$ cat config.mk
export PLATFORM = sky130hd
export DESIGN_NAME = reserved_expansion_field_parser
export DESIGN_NICKNAME = d
export VERILOG_FILES = /design/src/sv/rxf_pkg.sv /design/src/sv/rxf_walk.sv /design/src/sv/rxf_tagger.sv /design/src/sv/reserved_expansion_field_parser.sv
export SDC_FILE = /design/constraint.sdc
export NUM_CORES = 1
export LEC_CHECK = 0
export BUFFER_PORTS_ARGS = -buffer_cell sky130_fd_sc_hd__buf_2
export CORE_UTILIZATION = 40
export CTS_BUF_LIST = sky130_fd_sc_hd__clkbuf_8
export DETAILED_ROUTE_END_ITERATION = 8
export GPL_ROUTABILITY_DRIVEN = 0
export PLACE_DENSITY = 0.61
export SLEW_MARGIN = 20
export SYNTH_ARGS = -nofsm -noshare
export SYNTH_HDL_FRONTEND = slang
export SYNTH_HIERARCHICAL = 1
export SYNTH_SLANG_ARGS = --single-unit
$ cat constraint.sdc
create_clock -name i_clk -period 8.2 [get_ports i_clk]
set_input_delay 0.41 -clock i_clk [delete_from_list [all_inputs] [get_ports i_clk]]
set_output_delay 0.41 -clock i_clk [all_outputs]
set_load 0.02 [all_outputs]
$ cat src/sv/rxf_pkg.sv
// ---------------------------------------------------------------------------
// rxf_pkg
// types, constants and subfield size table of the expansion field parser
// ---------------------------------------------------------------------------
package rxf_pkg;

    localparam logic [7:0] CAT_PARSED = 8'd21;
    localparam logic [3:0] NONE_BIT   = 4'd8;
    localparam logic [8:0] SEEN_MAX   = 9'd257;
    localparam logic [7:0] MIN_LENGTH = 8'd2;

    typedef enum logic [2:0] {
        ROLE_LENGTH     = 3'd0,
        ROLE_BITMAP     = 3'd1,
        ROLE_SUBFIELD   = 3'd2,
        ROLE_UNUSED     = 3'd3,
        ROLE_NOT_PARSED = 3'd4
    } t_role;

    typedef enum logic [1:0] {
        PART_MAIN      = 2'd0,
        PART_EXTENSION = 2'd1,
        PART_REMAINDER = 2'd2
    } t_part;

    typedef struct packed {
        logic [8:0] seen;      // octets seen, saturating
        logic [7:0] decl_len;  // declared length
        logic [7:0] spec;      // primary subfield bitmap
        logic [3:0] next_bit;  // owning bitmap bit, NONE_BIT when idle
        logic [7:0] payload;   // payload octets left
        t_part      phase;
        logic [7:0] part_pos;
        logic [7:0] mask;      // entries recorded so far
        logic [7:0] cat;       // held category
    } t_state;

    localparam t_state STATE_RESET = '{
        seen:     9'd0,
        decl_len: 8'd0,
        spec:     8'd0,
        next_bit: NONE_BIT,
        payload:  8'd0,
        phase:    PART_MAIN,
        part_pos: 8'd0,
        mask:     8'd0,
        cat:      8'd0
    };

    typedef struct packed {
        logic [7:0] byte_value;
        t_role      role;
        logic [2:0] sub_bit;
        t_part      sub_part;
        logic [7:0] offset;
        logic       end_of_field;
        logic       field_valid;
        logic [7:0] present_mask;
    } t_result;

    // bitmap walk request and answer
    typedef struct packed {
        logic [3:0] start_bit;
        logic [7:0] spec;
        logic [7:0] payload;
        logic [7:0] mask;
    } t_walk_req;

    typedef struct packed {
        logic [3:0] next_bit;
        logic [7:0] mask;
    } t_walk_rsp;

    // main part size of each subfield, indexed by bitmap bit
    function automatic logic [1:0] main_size(input logic [2:0] b);
        logic [1:0] sz;
        case (b)
            3'd0:    sz = 2'd1;  // MES
            3'd1:    sz = 2'd2;  // TNH
            3'd2:    sz = 2'd1;  // STA
            3'd3:    sz = 2'd2;  // SGV
            3'd4:    sz = 2'd1;  // GAO
            3'd5:    sz = 2'd1;  // NAV
            3'd6:    sz = 2'd2;  // SelH
            3'd7:    sz = 2'd2;  // BPS
            default: sz = 2'd1;
        endcase
        return sz;
    endfunction

endpackage

$ cat src/sv/rxf_walk.sv
// ---------------------------------------------------------------------------
// rxf_walk
// bitmap walk: finds the next subfield that starts a part, records entries
// ---------------------------------------------------------------------------
module rxf_walk
    import rxf_pkg::*;
(
    input  t_walk_req i_req,
    output t_walk_rsp o_rsp
);

    logic [3:0] nb;
    logic [7:0] m;
    logic       done;

    always_comb begin
        nb   = i_req.start_bit;
        m    = i_req.mask;
        done = 1'b0;
        // bits only move downward, so one descending sweep covers the walk
        for (int k = 7; k >= 0; k--) begin
            if (!done && nb == 4'(k)) begin
                if (i_req.spec[k]) begin
                    m[k] = 1'b1;
                    if (i_req.payload >= {6'd0, main_size(3'(k))}) begin
                        done = 1'b1;
                    end
                end
                if (!done) begin
                    if (i_req.payload == 8'd0 || k == 0) begin
                        nb = NONE_BIT;
                    end else begin
                        nb = 4'(k - 1);
                    end
                end
            end
        end
        o_rsp.next_bit = nb;
        o_rsp.mask     = m;
    end

endmodule

$ cat src/sv/rxf_tagger.sv
// ---------------------------------------------------------------------------
// rxf_tagger
// per-octet tagging and next parser state, purely combinational
// ---------------------------------------------------------------------------
module rxf_tagger
    import rxf_pkg::*;
(
    input  t_state     i_state,
    input  logic [7:0] i_data_byte,
    input  logic [7:0] i_category,
    input  logic       i_last_byte,
    output t_state     o_state,
    output t_result    o_result
);

    t_walk_req  walk_req;
    t_walk_rsp  walk_rsp;
    logic       is_pos0;
    logic       is_pos1;
    logic       parse_ok;
    logic       in_sub;
    logic [2:0] cur_bit;
    logic [7:0] pl_dec;
    logic [1:0] sz;
    logic       finish;
    logic       use_walk;
    logic       walk_valid;
    t_state     nxt;

    assign is_pos0  = (i_state.seen == 9'd0);
    assign is_pos1  = (i_state.seen == 9'd1);
    assign parse_ok = (i_state.cat == CAT_PARSED);
    assign in_sub   = !is_pos0 && !is_pos1 && parse_ok
                      && (i_state.seen < {1'b0, i_state.decl_len})
                      && (i_state.next_bit != NONE_BIT);
    assign cur_bit  = i_state.next_bit[2:0];
    assign pl_dec   = (i_state.payload != 8'd0) ? i_state.payload - 8'd1 : 8'd0;
    assign sz       = main_size(cur_bit);

    // does the current octet close its subfield
    always_comb begin
        finish = 1'b0;
        case (i_state.phase)
            PART_MAIN: begin
                if ({1'b0, i_state.part_pos} + 9'd1 < {7'd0, sz}) begin
                    finish = 1'b0;
                end else if ((cur_bit == 3'd3 || cur_bit == 3'd2) && i_data_byte[0]
                             && pl_dec != 8'd0) begin
                    finish = 1'b0;
                end else if (cur_bit == 3'd0 && pl_dec != 8'd0) begin
                    finish = 1'b0;
                end else begin
                    finish = 1'b1;
                end
            end
            PART_REMAINDER: finish = (pl_dec == 8'd0);
            default:        finish = 1'b1;
        endcase
    end

    assign walk_valid = is_pos1 && parse_ok && (i_state.decl_len >= MIN_LENGTH);
    assign use_walk   = walk_valid || (in_sub && finish);

    always_comb begin
        if (is_pos1) begin
            walk_req.start_bit = 4'd7;
            walk_req.spec      = i_data_byte;
            walk_req.payload   = i_state.decl_len - MIN_LENGTH;
        end else begin
            walk_req.start_bit = (pl_dec == 8'd0 || cur_bit == 3'd0)
                                 ? NONE_BIT : {1'b0, cur_bit - 3'd1};
            walk_req.spec      = i_state.spec;
            walk_req.payload   = pl_dec;
        end
        walk_req.mask = i_state.mask;
    end

    rxf_walk u_walk (
        .i_req (walk_req),
        .o_rsp (walk_rsp)
    );

    always_comb begin
        nxt      = i_state;
        nxt.seen = (i_state.seen < SEEN_MAX) ? i_state.seen + 9'd1 : i_state.seen;

        o_result              = '0;
        o_result.byte_value   = i_data_byte;
        o_result.role         = ROLE_UNUSED;
        o_result.end_of_field = i_last_byte;

        if (is_pos0) begin
            nxt.cat         = i_category;
            nxt.decl_len    = i_data_byte;
            o_result.role   = ROLE_LENGTH;
        end else if (is_pos1) begin
            nxt.spec        = i_data_byte;
            o_result.role   = ROLE_BITMAP;
            if (walk_valid) begin
                nxt.payload = i_state.decl_len - MIN_LENGTH;
            end
        end else if (!parse_ok) begin
            o_result.role   = ROLE_NOT_PARSED;
        end else if (in_sub) begin
            o_result.role     = ROLE_SUBFIELD;
            o_result.sub_bit  = cur_bit;
            o_result.sub_part = i_state.phase;
            o_result.offset   = i_state.part_pos;
            nxt.payload       = pl_dec;
            if (!finish) begin
                if (i_state.phase == PART_MAIN
                    && {1'b0, i_state.part_pos} + 9'd1 >= {7'd0, sz}) begin
                    // main part done, move into extension or remainder
                    nxt.phase    = (cur_bit == 3'd0) ? PART_REMAINDER : PART_EXTENSION;
                    nxt.part_pos = 8'd0;
                end else begin
                    nxt.part_pos = i_state.part_pos + 8'd1;
                end
            end
        end

        if (use_walk) begin
            nxt.next_bit = walk_rsp.next_bit;
            nxt.mask     = walk_rsp.mask;
            nxt.phase    = PART_MAIN;
            nxt.part_pos = 8'd0;
        end

        if (i_last_byte) begin
            if (nxt.cat == CAT_PARSED && nxt.decl_len >= MIN_LENGTH
                && nxt.seen >= {1'b0, nxt.decl_len}) begin
                o_result.field_valid  = 1'b1;
                o_result.present_mask = nxt.mask;
            end
            o_state = STATE_RESET;
        end else begin
            o_state = nxt;
        end
    end

endmodule

$ cat src/sv/reserved_expansion_field_parser.sv
// ---------------------------------------------------------------------------
// reserved_expansion_field_parser
// tags each octet of a category 21 reserved expansion field
// ---------------------------------------------------------------------------
// One octet enters per transaction and one tagged result leaves for it. The
// first octet of a field is the declared length, the second the primary
// subfield bitmap; following octets are assigned to the subfields of the
// set bitmap bits from BPS (bit 7) down to MES (bit 0), with SGV and STA
// taking one extension octet when their FX bit is set and MES taking all
// remaining octets. Octets beyond the declared length are tagged unused and
// octets of other categories are tagged not parsed. The transaction marked
// tlast closes the field, carries the validity flag and the mask of bitmap
// bits that received an entry, and returns the parser to its start state.
// Throughput is one octet per clock unless the result stream stalls: the
// bitmap walk and tag decode sit between the input and result registers, so
// the state loop holds only the state register. Each octet passes the input
// register, then the result register. No clearing pass runs after reset.
module reserved_expansion_field_parser
    import rxf_pkg::*;
(
    input  logic        i_clk,
    input  logic        i_rst_n,
    // slave stream
    input  logic        s_axis_tvalid,
    output logic        s_axis_tready,
    input  logic [7:0]  s_axis_tdata,   // [7:0] data_byte
    input  logic [7:0]  s_axis_tuser,   // [7:0] category
    input  logic        s_axis_tlast,   // last_byte
    // master stream
    output logic        m_axis_tvalid,
    input  logic        m_axis_tready,
    output logic [31:0] m_axis_tdata,   // [7:0] byte_value, [10:8] subfield_bit,
                                        // [12:11] subfield_part, [20:13] offset_in_part,
                                        // [21] field_valid, [29:22] present_mask, rest zero
    output logic [2:0]  m_axis_tuser,   // [2:0] byte_role
    output logic        m_axis_tlast    // end_of_field
);

    // input register stage
    logic       r_in_valid;
    logic [7:0] r_in_data;
    logic [7:0] r_in_cat;
    logic       r_in_last;

    // parser state and result register
    t_state     r_state;
    t_state     n_state;
    logic       r_out_valid;
    t_result    r_out;
    t_result    n_out;

    logic       stage_go;

    // the result stage moves whenever its register is empty or being drained
    assign stage_go      = !r_out_valid || m_axis_tready;
    assign s_axis_tready = !r_in_valid || stage_go;

    rxf_tagger u_tagger (
        .i_state     (r_state),
        .i_data_byte (r_in_data),
        .i_category  (r_in_cat),
        .i_last_byte (r_in_last),
        .o_state     (n_state),
        .o_result    (n_out)
    );

    // control and parser state
    always_ff @(posedge i_clk) begin
        if (!i_rst_n) begin
            r_in_valid  <= 1'b0;
            r_out_valid <= 1'b0;
            r_state     <= STATE_RESET;
        end else begin
            if (s_axis_tready) begin
                r_in_valid <= s_axis_tvalid;
            end
            if (stage_go) begin
                r_out_valid <= r_in_valid;
                if (r_in_valid) begin
                    r_state <= n_state;
                end
            end
        end
    end

    // payload registers
    always_ff @(posedge i_clk) begin
        if (s_axis_tready && s_axis_tvalid) begin
            r_in_data <= s_axis_tdata;
            r_in_cat  <= s_axis_tuser;
            r_in_last <= s_axis_tlast;
        end
        if (stage_go && r_in_valid) begin
            r_out <= n_out;
        end
    end

    assign m_axis_tvalid = r_out_valid;
    assign m_axis_tlast  = r_out.end_of_field;
    assign m_axis_tuser  = r_out.role;
    assign m_axis_tdata  = {2'b00, r_out.present_mask, r_out.field_valid, r_out.offset,
                            r_out.sub_part, r_out.sub_bit, r_out.byte_value};

endmodule

==> results_tabular.tex <==
\begin{tabular}{lr}
\hline
Metric & Value \\
\hline
\multicolumn{2}{l}{\textbf{Drt}} \\
\quad Final routed wire length divided by cell count & 15.8 um \\
\quad Post-detailed-route DRC marker count & 0 \\
\quad Via Count & 6448 \\
\quad Post-detailed-route count of antenna-violating nets & 0 \\
\quad Final WL & 18700 um \\
\quad Iteration-0 DRC Markers & 459 \\
\quad Detail-routed via count per cell & 5.46 \\
\quad Number of detailed-routing iterations run before antenna repair & 5 \\
\multicolumn{2}{l}{\textbf{Timing}} \\
\quad Final Hold Slack & 123 ps \\
\quad Setup TNS & 0 ps \\
\quad Max-slew violation count & 0 \\
\quad Final Skew & 13.5 ps \\
\quad Max-Slew Margin vs Limit & 23.4\% \\
\quad Setup repair after global routing missed its margin & false \\
\quad Final hold vios & 0 \\
\quad Min Clock Period, post-route & 5470 ps \\
\quad Max Clk Rate & 183 MHz \\
\quad Slew at the pin closest to its max-slew limit & 1150 ps \\
\quad Crit share post-route & 66.7\% \\
\quad Setup violators final & 0 \\
\multicolumn{2}{l}{\textbf{Finish}} \\
\quad Share of final-layout standard cells stronger than drive strength 1 & 15.4\% \\
\quad Fillers & 1867 \\
\quad Final layout net count & 955 \\
\quad Count of inserted antenna diode cells & 0 \\
\quad Synthesis-to-layout area growth & 8.47\% \\
\multicolumn{2}{l}{\textbf{Yosys}} \\
\quad Post-synthesis cell area & 7760 um\^{}2 \\
\quad Post-synth top area share & 19.7\% \\
\quad Most area-hungry cell type in the Yosys netlist & sky130\_fd\_sc\_hd\_\_edfxtp\_1 \\
\quad Cell variety after synth & 84 \\
\quad Post-Synthesis Cells & 889 \\
\quad Ys flop type & sky130\_fd\_sc\_hd\_\_dfxtp\_1 \\
\quad Async set-or-reset flop fraction in the synthesized netlist & 0\% \\
\quad Sequential-to-total area share from yosys stat & 36.5\% \\
\quad Post-synth EDFFs & 51 \\
\quad Leading cell types by total area after synthesis & sky130\_fd\_sc\_hd\_\_edfxtp\_1, sky130\_fd\_sc\_hd\_\_dfxtp\_1, sky130\_fd\_sc\_hd\_\_mux2i\_1, sky130\_fd\_sc\_hd\_\_nand2\_1, sky130\_fd\_sc\_hd\_\_ha\_1 \\
\quad Synth warnings & 6 \\
\quad Synthesized flop and latch total & 116 \\
\quad Mean instance size in the synthesized netlist & 8.72 um\^{}2 \\
\multicolumn{2}{l}{\textbf{Clock network}} \\
\quad Root Buffer Master & sky130\_fd\_sc\_hd\_\_clkbuf\_8 \\
\quad Number of sinks driven by the clock tree & 116 \\
\quad Worst skew pair latency & 460 ps \\
\quad TritonCTS clock tree & done \\
\quad Cts repair resizes & 0 \\
\quad Post-CTS clock slew at the launch and capture registers of the worst setup and hold paths & 80 ps \\
\quad Max Root-Sink Buffers & 2 \\
\quad Depth of the CTS H-tree & 4 \\
\quad Setup Buffers After CTS & 0 \\
\quad Hold Buf Count CTS & 0 \\
\quad Number of CTS-inserted buffers & 17 \\
\multicolumn{2}{l}{\textbf{Setup path}} \\
\quad Largest fanout on the critical path & 13 \\
\quad Critical-path cell list & or4\_1 -> nor3\_1 -> o21bai\_1 -> and3\_1 -> o21a\_1 -> a21oi\_1 -> and2\_1 -> a211o\_1 -> a31oi\_1 -> nor3\_1 -> a31oi\_2 -> o32ai\_4 -> nor4b\_4 -> o21ai\_1 -> o2bb2ai\_2 -> o32ai\_1 -> nand3\_1 -> nand3\_1 -> inv\_1 -> o311ai\_0 \\
\quad Launch point of the worst reg-to-reg path & r\_state[30] \\
\quad CP bufs+invs & 1 \\
\quad CP max stage delay & 560 ps \\
\quad Standard cell with the maximum stage delay on the critical path & sky130\_fd\_sc\_hd\_\_or4\_1 \\
\quad Cell class contributing the biggest share of worst-path delay & compound AO/OA/AOI/OAI gates \\
\quad Type of destination of the critical path & register \\
\quad CP startpoint kind & register \\
\quad Startpoint-to-endpoint class of the critical path & reg -> reg \\
\quad Critical path data arrival time & 5810 ps \\
\quad Startpoint of the most critical setup path & r\_state[30] \\
\quad Required time at the worst-slack endpoint & 8540 ps \\
\multicolumn{2}{l}{\textbf{Die}} \\
\quad Count of boundary I/O pins & 59 \\
\quad Cell Rows & 50 \\
\quad Vertical die dimension & 141 um \\
\quad DIE WIDTH & 141 um \\
\quad Initial core utilization & 41.2\% \\
\quad Placeable core area & 18800 um\^{}2 \\
\quad DIE AREA & 20000 um\^{}2 \\
\multicolumn{2}{l}{\textbf{Placement}} \\
\quad HPWL after detailed placement & 12700 um \\
\quad Number of buffer cells added on primary ports & 56 \\
\multicolumn{2}{l}{\textbf{Global routing}} \\
\quad Total global routing track utilization & 19.3\% \\
\quad Global-route congestion overflow total & 0 \\
\quad Maximum number of pins on one net before global-route repair & 73 \\
\quad Global-route wire length before repair & 30400 um \\
\quad Antenna violations before repair & 0 \\
\quad Number of global-route vias before repair & 5871 \\
\multicolumn{2}{l}{\textbf{Pwr}} \\
\quad Part of the power in combinational logic & 12.4\% \\
\quad P\_int & 0.946 mW \\
\quad Relative contribution of the clock network to total power & 40.1\% \\
\quad Overall power after layout & 1.33 mW \\
\quad Switching share of power & 28.7\% \\
\quad Power density of the placed cells & 158 nW/um\^{}2 \\
\quad Maximum ir drop on the vdd rail & 0.0991 mV \\
\quad Leakage dissipation & 3.09 nW \\
\quad Net switching power & 0.380 mW \\
\quad Relative contribution of sequential cells to total power & 47.5\% \\
\multicolumn{2}{l}{\textbf{Job}} \\
\quad Count of max-cap constraint violations & 0 \\
\multicolumn{2}{l}{\textbf{Min path}} \\
\quad Hold path startpoint & s\_axis\_tdata[4] \\
\quad Worst min-delay path class & in -> reg \\
\multicolumn{2}{l}{\textbf{Outcome}} \\
\quad Result of the run & finished, final reports clean \\
\hline
\end{tabular}
## cells by family after synthesis
group	share of synthesized area (%)
multiplexers	11.0
other	0.0483
XOR/XNOR	1.36
AND/OR/NAND/NOR	25.3
AO/OA/AOI/OAI	14.7
adder cells (fa/ha/maj)	4.36
buffers and inverters	6.68
flip-flops	36.5
## sequential cells by signal, summed over array words and instances, names as in the netlist
register / flops
m_axis_tvalid: 1
r_in_data: 8
r_in_cat: 8
r_state: 63
m_axis_tuser: 3
r_in_valid: 1
m_axis_tdata: 30
m_axis_tlast: 1
r_in_last: 1
## worst register-to-register path, stage by stage (launching register included)
cell and delay (ps):
sky130_fd_sc_hd__dfxtp_1 360, sky130_fd_sc_hd__or4_1 560, sky130_fd_sc_hd__nor3_1 450, sky130_fd_sc_hd__o21bai_1 210
sky130_fd_sc_hd__and3_1 250, sky130_fd_sc_hd__o21a_1 430, sky130_fd_sc_hd__a21oi_1 190, sky130_fd_sc_hd__and2_1 250
sky130_fd_sc_hd__a211o_1 290, sky130_fd_sc_hd__a31oi_1 360, sky130_fd_sc_hd__nor3_1 160, sky130_fd_sc_hd__a31oi_2 270
sky130_fd_sc_hd__o32ai_4 170, sky130_fd_sc_hd__nor4b_4 290, sky130_fd_sc_hd__o21ai_1 120, sky130_fd_sc_hd__o2bb2ai_2 180
sky130_fd_sc_hd__o32ai_1 260, sky130_fd_sc_hd__nand3_1 100, sky130_fd_sc_hd__nand3_1 110, sky130_fd_sc_hd__inv_1 50
sky130_fd_sc_hd__o311ai_0 300
## synthesized netlist by cell type (9+ instances only)
master	number
sky130_fd_sc_hd__nand2_1	177
sky130_fd_sc_hd__o31ai_1	12
sky130_fd_sc_hd__a31oi_1	9
sky130_fd_sc_hd__or4_1	9
sky130_fd_sc_hd__mux2i_1	75
sky130_fd_sc_hd__buf_2	15
sky130_fd_sc_hd__inv_1	25
sky130_fd_sc_hd__and2_1	22
sky130_fd_sc_hd__a211oi_1	14
sky130_fd_sc_hd__a21o_1	9
sky130_fd_sc_hd__nor2_1	61
sky130_fd_sc_hd__dfxtp_1	65
sky130_fd_sc_hd__edfxtp_1	51
sky130_fd_sc_hd__nor3_1	21
sky130_fd_sc_hd__buf_4	13
sky130_fd_sc_hd__o21ai_0	30
sky130_fd_sc_hd__mux2_2	9
sky130_fd_sc_hd__o21a_1	9
sky130_fd_sc_hd__a21oi_1	46
sky130_fd_sc_hd__ha_1	27
sky130_fd_sc_hd__nand3_1	22
sky130_fd_sc_hd__clkbuf_1	26
## cells in the final DEF, fill, tap and decap left out, drive strengths merged, types with 11 or more instances in the layout
master	count
a31oi	11
nand3	22
inv	31
dfxtp	65
a211oi	15
edfxtp	51
clkbuf	17
nor3	24
mux2i	75
o21ai	33
nand2	178
o31ai	12
nor2	63
and2	23
buf	63
or4	11
ha	27
a21oi	46
nor4	12
## metal layers
| metal | track usage, % | part of all wire, % |
|---|---|---|
| met4 | 6.81 | 1.9 |
| met2 | 29.6 | 45 |
| met1 | 26.7 | 49 |
| met5 | 0 | 0 |
| met3 | 4.29 | 4.7 |
## layout make-up
cell class	instances	area (um^2)	share of cell area, %
Clock buffer	17	234	2.78
Clock inverter	15	155	1.84
Inverter	27	101	1.20
Multi-Input combinational cell	682	4430	52.6
Sequential cell	116	2830	33.7
Tap cell	260	325	3.87
Timing Repair Buffer	63	335	3.99
## stage by stage
stage	std cells	utilization (%)	worst slack, ps	instance area [um^2]
after CTS	1180	44.7	2840	8410
final	1180	44.7	2730	8410
after detailed placement	1148	42.6	2880	8020
after global placement	1148	42.6	3010	8020
after floorplan	890	-	3610	7760
after global routing	1180	44.7	2240	8410
## path summary, 6_finish.rpt
| path | endpoint | cells past startpoint | slack, ps |
|---|---|---|---|
| worst max-delay path | r_state[37] | 20 | 2730 |
| worst min-delay path | r_in_data[4] | 1 | 120 |
| worst max register to register | r_state[37] | 20 | 2730 |
| worst min register to register | r_state[8] | 2 | 470 |
## power by group through the flow
stage	logic [mW]	clock network (mW)	registers, mW
after global placement	0.163	0	0.644
after global routing	0.179	0.568	0.632
after CTS	0.163	0.547	0.631
after floorplan	0.126	0	0.647
final	0.164	0.532	0.631
after detailed placement	0.163	0	0.644
Note: power is estimated with default switching activity, not from simulation.
